File: src/rtl/core/stq_pkg.sv
// sorted timeout queue package: widths, codes, cell control and link types
// no dependencies; imported by every module of the block
package stq_pkg;

   localparam int QUEUE_DEPTH = 32;
   localparam int MAX_RESULTS = 32;
   localparam int CNT_W       = $clog2(MAX_RESULTS + 1);

   localparam int HANDLE_W = 5;
   localparam int TIME_W   = 32;
   localparam int STATUS_W = 2;

   localparam logic OP_INSERT  = 1'b0;
   localparam logic OP_SERVICE = 1'b1;

   localparam logic [STATUS_W-1:0] STATUS_RELEASED = 2'd0;
   localparam logic [STATUS_W-1:0] STATUS_ACCEPTED = 2'd1;
   localparam logic [STATUS_W-1:0] STATUS_REJECTED = 2'd2;

   // broadcast to every cell
   typedef struct packed {
      logic                insert;
      logic                pop;
      logic [HANDLE_W-1:0] handle;
      logic [TIME_W-1:0]   key;
   } stq_ctrl_type;

   // what a cell shows its neighbors
   typedef struct packed {
      logic                valid;
      logic                keep;
      logic [HANDLE_W-1:0] handle;
      logic [TIME_W-1:0]   expiry;
   } stq_link_type;

endpackage

File: src/rtl/core/sorted_timeout_queue.sv
// sorted timeout queue top: request decode, sequencer, chain of cells, result register
// a request transfer loads the sequencer, which then fills the result register
// service: head checked in the service state, then one released entry per cycle from the
// head cell while the result register is free; one request at a time, taken only in idle
// reset clears sequencer, result valid and every cell's occupancy flag
// depends on stq_pkg and stq_cell
module sorted_timeout_queue import stq_pkg::*; (
   input  logic                clock,
   input  logic                reset,
   input  logic                req_valid,
   output logic                req_ready,
   input  logic                req_operation,
   input  logic [HANDLE_W-1:0] req_message_handle,
   input  logic [TIME_W-1:0]   req_delay_ticks,
   input  logic [TIME_W-1:0]   req_current_time,
   output logic                rsp_valid,
   input  logic                rsp_ready,
   output logic [HANDLE_W-1:0] rsp_released_handle,
   output logic [STATUS_W-1:0] rsp_status,
   output logic                rsp_last_of_run
);

   // sequencer states
   localparam logic [1:0] S_IDLE    = 2'd0;
   localparam logic [1:0] S_INSERT  = 2'd1;
   localparam logic [1:0] S_SERVICE = 2'd2;

   localparam logic [CNT_W-1:0] REL_LAST = CNT_W'(MAX_RESULTS - 1);

   logic [1:0]          state_ff, state_in;
   logic [HANDLE_W-1:0] handle_ff, handle_in;
   // insert: absolute expiry; service: current time
   logic [TIME_W-1:0]   key_ff, key_in;
   logic [CNT_W-1:0]    rel_cnt_ff, rel_cnt_in;

   logic                rsp_valid_ff, rsp_valid_in;
   logic [HANDLE_W-1:0] rsp_handle_ff, rsp_handle_in;
   logic [STATUS_W-1:0] rsp_status_ff, rsp_status_in;
   logic                rsp_last_ff, rsp_last_in;

   stq_ctrl_type ctrl;
   stq_link_type links [QUEUE_DEPTH];
   stq_link_type head_link;
   stq_link_type tail_link;

   logic req_xfer;
   logic out_free;
   logic full;
   logic head_expired;
   logic next_expired;
   logic last_release;

   assign req_ready    = (state_ff == S_IDLE);
   assign req_xfer     = req_valid && req_ready;
   assign out_free     = !rsp_valid_ff || rsp_ready;
   assign full         = links[QUEUE_DEPTH-1].valid;
   // the cell compare against the key doubles as the expired test on service
   assign head_expired = links[0].keep;
   assign next_expired = links[1].keep;
   assign last_release = !next_expired || (rel_cnt_ff == REL_LAST);

   // boundary links: head sees a keeping neighbor so it takes the new entry, tail sees empty
   always_comb begin
      head_link        = '0;
      head_link.valid  = 1'b1;
      head_link.keep   = 1'b1;
      tail_link        = '0;
   end

   always_comb begin
      ctrl.insert = (state_ff == S_INSERT) && out_free && !full;
      ctrl.pop    = (state_ff == S_SERVICE) && out_free && head_expired;
      ctrl.handle = handle_ff;
      ctrl.key    = key_ff;
   end

   // chain of cells, entry 0 at the head
   for (genvar i = 0; i < QUEUE_DEPTH; i++) begin : g_cell
      stq_link_type prev_l;
      stq_link_type next_l;
      if (i == 0) begin : g_first
         assign prev_l = head_link;
      end else begin : g_mid_prev
         assign prev_l = links[i-1];
      end
      if (i == QUEUE_DEPTH - 1) begin : g_last
         assign next_l = tail_link;
      end else begin : g_mid_next
         assign next_l = links[i+1];
      end
      stq_cell u_cell (
         .clock     (clock),
         .reset     (reset),
         .ctrl      (ctrl),
         .prev_link (prev_l),
         .next_link (next_l),
         .link      (links[i])
      );
   end

   // sequencer and result register
   always_comb begin
      state_in      = state_ff;
      handle_in     = handle_ff;
      key_in        = key_ff;
      rel_cnt_in    = rel_cnt_ff;
      rsp_valid_in  = rsp_valid_ff && !rsp_ready;
      rsp_handle_in = rsp_handle_ff;
      rsp_status_in = rsp_status_ff;
      rsp_last_in   = rsp_last_ff;
      unique case (state_ff)
         S_IDLE: begin
            if (req_xfer) begin
               handle_in  = req_message_handle;
               rel_cnt_in = '0;
               if (req_operation == OP_INSERT) begin
                  // wraps modulo 2^32
                  key_in   = req_delay_ticks + req_current_time;
                  state_in = S_INSERT;
               end else begin
                  key_in   = req_current_time;
                  state_in = S_SERVICE;
               end
            end
         end
         S_INSERT: begin
            if (out_free) begin
               rsp_valid_in  = 1'b1;
               rsp_handle_in = handle_ff;
               rsp_status_in = full ? STATUS_REJECTED : STATUS_ACCEPTED;
               rsp_last_in   = 1'b1;
               state_in      = S_IDLE;
            end
         end
         S_SERVICE: begin
            if (!head_expired || (rel_cnt_ff == '0 && !head_expired)) begin
               // nothing (more) due, no transfer for this request
               state_in = S_IDLE;
            end else if (out_free) begin
               rsp_valid_in  = 1'b1;
               rsp_handle_in = links[0].handle;
               rsp_status_in = STATUS_RELEASED;
               rsp_last_in   = last_release;
               rel_cnt_in    = rel_cnt_ff + 1'b1;
               if (last_release) begin
                  state_in = S_IDLE;
               end
            end
         end
         default: begin
            state_in = S_IDLE;
         end
      endcase
   end

   always_ff @(posedge clock) begin
      if (reset) begin
         state_ff     <= S_IDLE;
         rsp_valid_ff <= 1'b0;
         rel_cnt_ff   <= '0;
      end else begin
         state_ff     <= state_in;
         rsp_valid_ff <= rsp_valid_in;
         rel_cnt_ff   <= rel_cnt_in;
      end
      handle_ff     <= handle_in;
      key_ff        <= key_in;
      rsp_handle_ff <= rsp_handle_in;
      rsp_status_ff <= rsp_status_in;
      rsp_last_ff   <= rsp_last_in;
   end

   assign rsp_valid           = rsp_valid_ff;
   assign rsp_released_handle = rsp_handle_ff;
   assign rsp_status          = rsp_status_ff;
   assign rsp_last_of_run     = rsp_last_ff;

endmodule

File: src/rtl/core/stq_cell.sv
// one slot of the sorted chain: holds an entry, compares it with the broadcast key
// depends on stq_pkg
module stq_cell import stq_pkg::*; (
   input  logic         clock,
   input  logic         reset,
   input  stq_ctrl_type ctrl,
   input  stq_link_type prev_link,
   input  stq_link_type next_link,
   output stq_link_type link
);

   logic                valid_ff, valid_in;
   logic [HANDLE_W-1:0] handle_ff, handle_in;
   logic [TIME_W-1:0]   expiry_ff, expiry_in;
   logic                keep;

   // entry stays ahead of an insert, or is expired on service
   assign keep = valid_ff && (expiry_ff <= ctrl.key);

   always_comb begin
      valid_in  = valid_ff;
      handle_in = handle_ff;
      expiry_in = expiry_ff;
      priority if (ctrl.pop) begin
         valid_in  = next_link.valid;
         handle_in = next_link.handle;
         expiry_in = next_link.expiry;
      end else if (ctrl.insert && !keep) begin
         if (prev_link.keep) begin
            valid_in  = 1'b1;
            handle_in = ctrl.handle;
            expiry_in = ctrl.key;
         end else begin
            valid_in  = prev_link.valid;
            handle_in = prev_link.handle;
            expiry_in = prev_link.expiry;
         end
      end
   end

   always_ff @(posedge clock) begin
      if (reset) begin
         valid_ff <= 1'b0;
      end else begin
         valid_ff <= valid_in;
      end
      handle_ff <= handle_in;
      expiry_ff <= expiry_in;
   end

   always_comb begin
      link.valid  = valid_ff;
      link.keep   = keep;
      link.handle = handle_ff;
      link.expiry = expiry_ff;
   end

endmodule

File: config.mk
export PLATFORM = sky130hd
export DESIGN_NAME = sorted_timeout_queue
export DESIGN_NICKNAME = d
export VERILOG_FILES = /design/src/rtl/core/stq_pkg.sv /design/src/rtl/core/sorted_timeout_queue.sv /design/src/rtl/core/stq_cell.sv
export SDC_FILE = /design/constraint.sdc
export NUM_CORES = 2
export LEC_CHECK = 0
export BUFFER_PORTS_ARGS = -buffer_cell sky130_fd_sc_hd__buf_2
export CAP_MARGIN = 15
export CORE_MARGIN = 5
export CORE_UTILIZATION = 37
export DETAILED_ROUTE_END_ITERATION = 8
export GPL_TIMING_DRIVEN = 0
export PLACE_DENSITY = 0.6
export SLEW_MARGIN = 25
export SYNTH_ARGS = -nofsm -noshare
export SYNTH_HDL_FRONTEND = slang
export SYNTH_SLANG_ARGS = --single-unit
File: constraint.sdc
create_clock -name clock -period 10.52 [get_ports clock]
set_clock_uncertainty 0.2 [all_clocks]
set_input_delay 0.526 -clock clock [delete_from_list [all_inputs] [get_ports clock]]
set_output_delay 0.526 -clock clock [all_outputs]
set_load 0.03 [all_outputs]
==> impl_metrics.tcl <==
set metrics [dict create \
    multi_input_area_sq_um 46700 \
    post-place-ws_ns 3.18 \
    final-seq-area_sq_um 37400 \
    syn-cell-area_sq_um 86600 \
    instances_no_fill 12100 \
    drc_errors 0 \
    dp.cells 11800 \
    total_power_mw 15.9 \
    synth_edf_count 1192 \
    path_max_fanout 37 \
    r2r.worst_path.cells 17 \
    ys_types 74 \
    crit_top_cell "buf_6" \
    gp_congestion 0.950 \
    viasPerCell 6.10 \
    cts_resized 0 \
    synthesis.instances 8422 \
    dieHeight_um 494 \
    n_fill_cell 22300 \
    timing.rr.end "g_cell[24].u_cell.expiry_ff[12]" \
    worstMarginPinSlew_ns 1.18 \
    cts_root_buf "clkbuf_16" \
    endpoint_kind "flip-flop" \
    grt_pass1_wl_um 512000 \
    synth_seq_area_share 0.431 \
    cts_tree "built" \
    crit_slowest_cell "o41ai_1" \
    period_share 0.730 \
    place_area_sq_um 94200 \
    totalWireLength_um 367000 \
    cp.arrival_ns 7.93 \
    grt_max_degree 38 \
    ff2ff_setup_slack_ns 2.84 \
    slew_violations 0 \
    drtAntennaViolNets 0 \
    ys_async_sr_fraction 0 \
    die_w_um 494 \
    grt_util_all_layers 0.289 \
    rsz0062_at_grt "false" \
    setup_viol 0 \
    wire_per_inst_um 30.3 \
    hold_path_end "key_ff[1]" \
    htreeDepth 4 \
    port-buffer-count 81 \
    syn-num-nets 9524 \
    power_density_nw_per_um2 160 \
    antenna_found_initial 14 \
    cp_cell_sequence "clkbuf_2 > inv_4 > buf_12 > ha_1 > nor2b_1 > o21a_1 > o21ai_0 > a211oi_1 > o41ai_1 > a31o_2 > and3_1 > buf_2 > buf_6 > buf_6 > buf_6 > buf_6 > or2_2" \
    row_count 177 \
    clock.fmax_ghz 0.130 \
    synth-main-ff-cell "edfxtp_1" \
    syn_area_per_cell_sq_um 10.3 \
    setup_ws_ns 2.84 \
    leakage_nw 37.4 \
    cts_buffers 152 \
    nNetsFinal 9937 \
    drt_iter0_markers 9352 \
    crit_path_max_incr_delay_ns 0.90 \
    hpwl_um 291000 \
    synth_warnings 0 \
    vdd_drop_max_uv 161 \
    dr.pass1.iters 6 \
    core_sq_um 233000 \
    cp.required_ns 10.77 \
    hold_depth 4 \
    ios 84 \
    dieArea_sq_um 244000 \
    hp-start "req_delay_ticks[1]" \
    critPathLaunchType "flip-flop" \
    cap_violations 0 \
    final_cell_area_sq_um 99800 \
    synth-seq-cells 1270 \
    cts_buffer_depth 3 \
    vias 73900 \
    initial_utilization 0.372 \
    min_period_ns 7.68 \
    clock-sinks 1270 \
    grt_pass1_vias 71300 \
    hp-class "in2reg" \
    grt_overflow_total 0 \
    clock_latency_ns 0.84 \
    critPathKind "reg2reg" \
    status "complete, no violations" \
    clk_pin_slew_ns 0.06 \
    max_slew_margin 0.215 \
    rr_startpoint "key_ff[1]" \
    hold_violations 0 \
    area_growth_pct 15.2 \
    drive_gt1_frac 0.0853 \
]
==> cell type report <==
type,count,area share
Buffer,542,0.0250
Tap cell,3132,0.0393
Clock buffer,202,0.0413
Multi-Input combinational cell,6485,0.468
Sequential cell,1270,0.374
Antenna cell,15,0.000376
Clock inverter,76,0.00856
Timing Repair Buffer,259,0.0380
Inverter,125,0.00545
==> flip-flops by register name, indices dropped and copies added (netlist names) <==
| signal | cells |
|---|---|
| state_ff | 2 |
| key_ff | 32 |
| rsp_released_handle | 5 |
| handle_ff | 5 |
| g_cell.u_cell.valid_ff | 32 |
| rel_cnt_ff | 6 |
| rsp_valid | 1 |
| rsp_last_of_run | 1 |
| rsp_status | 2 |
| g_cell.u_cell.expiry_ff | 1024 |
| g_cell.u_cell.handle_ff | 160 |
==> repair_timing <==
action,4_1_cts,5_1_grt
hold endpoints to repair,38,0
hold buffers,59,0
endpoints found under the setup margin,0,0
buffers inserted,0,0
==> worst max-delay path: cells and delay by family, from the launching register on <==
family / cells / cell delay [ns]
simple gates: 3 / 1.12
compound gates: 5 / 1.90
fa+ha+maj: 1 / 0.38
flops: 1 / 0.61
buf+inv: 8 / 2.89
==> kinds of logic after synthesis <==
logic type,Yosys count,synth area share
buffers and inverters,667,0.0332
multiplexers,1122,0.130
flip-flops,1270,0.431
AO/OA/AOI/OAI,2308,0.154
adder cells (fa/ha/maj),1028,0.149
XOR/XNOR,29,0.00293
AND/OR/NAND/NOR,1998,0.101
==> per-stage QoR <==
| step | utilization | hold slack [ns] | TNS [ns] |
|---|---|---|---|
| finish | 0.429 | 0.0780 | 0 |
| global route | 0.429 | 0.121 | 0 |
| CTS | 0.429 | 0.0372 | 0 |
| detailed placement | 0.405 | 0.317 | 0 |
| global placement | 0.391 | 0.311 | -2353.26 |
| floorplan | - | 0.263 | 0 |
==> synth_stat cells (8+ instances only) <==
cell / number / area, sq um
o21ai_0: 1202 / 6020
edfxtp_1: 1192 / 35800
a21o_1: 375 / 2820
nor3_1: 34 / 170
buf_1: 28 / 105
o2111ai_1: 22 / 193
dfxtp_1: 78 / 1560
nand3_1: 50 / 250
and4_1: 11 / 96.3
nor4_1: 14 / 87.6
buf_6: 11 / 124
nand4_1: 222 / 1390
buf_4: 38 / 285
nand2_1: 1311 / 4920
a21oi_1: 326 / 1630
inv_1: 125 / 469
o211ai_1: 20 / 150
o21a_1: 73 / 548
xnor2_1: 14 / 123
mux2_2: 10 / 113
o221ai_1: 10 / 87.6
and2_1: 10 / 62.6
xor2_1: 15 / 131
nand2b_1: 24 / 150
clkbuf_1: 350 / 1310
nor2_1: 187 / 702
a221oi_1: 8 / 70.1
nor2b_1: 74 / 463
or3_1: 13 / 81.3
ha_1: 1027 / 12800
a31o_2: 12 / 105
and3_1: 19 / 119
buf_2: 115 / 576
mux2i_1: 1112 / 11100
a211oi_1: 29 / 218
a31oi_1: 42 / 263
or2_2: 10 / 62.6
o21ai_1: 116 / 581
==> placed cells by master (no fill, tap or decap), types with 14 or more instances in the layout <==
master | Yosys | routed
inv_1 | 125 | 93
o211ai_1 | 20 | 20
clkbuf_2 | 0 | 77
nor2b_1 | 74 | 74
dfxtp_1 | 78 | 78
nor3_1 | 34 | 34
buf_4 | 38 | 38
a21oi_1 | 326 | 326
and3_1 | 19 | 19
dlygate4sd3_1 | 0 | 59
nor2_1 | 187 | 186
buf_12 | 0 | 57
ha_1 | 1027 | 1027
xnor2_1 | 14 | 14
o21a_1 | 73 | 73
diode_2 | 0 | 15
a31oi_1 | 42 | 42
xor2_1 | 15 | 15
bufinv_16 | 0 | 16
o21ai_1 | 116 | 116
o21ai_0 | 1202 | 1179
nand4_1 | 222 | 222
a211oi_1 | 29 | 29
clkbuf_16 | 0 | 155
nor4_1 | 14 | 14
nand2b_1 | 24 | 24
a21o_1 | 375 | 375
inv_4 | 0 | 30
nand2_1 | 1311 | 1304
buf_16 | 0 | 58
nand3_1 | 50 | 50
edfxtp_1 | 1192 | 1192
o2111ai_1 | 22 | 22
buf_1 | 28 | 28
clkinv_1 | 0 | 22
buf_2 | 115 | 196
o21ai_4 | 0 | 23
clkbuf_1 | 350 | 313
clkinv_2 | 0 | 20
mux2i_1 | 1112 | 1112
==> metal layers <==
metal	vias to the layer above	part of all wire	GRT usage
li1	32500	-	-
met1	36200	0.41	0.386
met2	4278	0.42	0.428
met3	898	0.11	0.0778
met4	14	0.061	0.150
met5	-	0.00063	0.00391
==> power by group <==
part / internal, mW / switching [mW]
clock network: 3.15 / 2.33
registers: 6.17 / 0.493
logic: 1.39 / 2.38
==> how the worst max path moves through the flow <==
stage | from | endpoint | slack, ns | cells after the start
after floorplan | key_ff[13] | g_cell[0].u_cell.expiry_ff[0] | 4.28 | 11
after global placement | key_ff[16] | g_cell[27].u_cell.expiry_ff[9] | -2.91 | 11
after CTS | key_ff[1] | g_cell[24].u_cell.expiry_ff[12] | 3.14 | 17
after detailed placement | key_ff[1] | g_cell[24].u_cell.expiry_ff[13] | 3.18 | 17
final | key_ff[1] | g_cell[24].u_cell.expiry_ff[12] | 2.84 | 17
after global routing | key_ff[1] | g_cell[24].u_cell.expiry_ff[12] | 2.98 | 17
(Power assumes the default switching activity.)
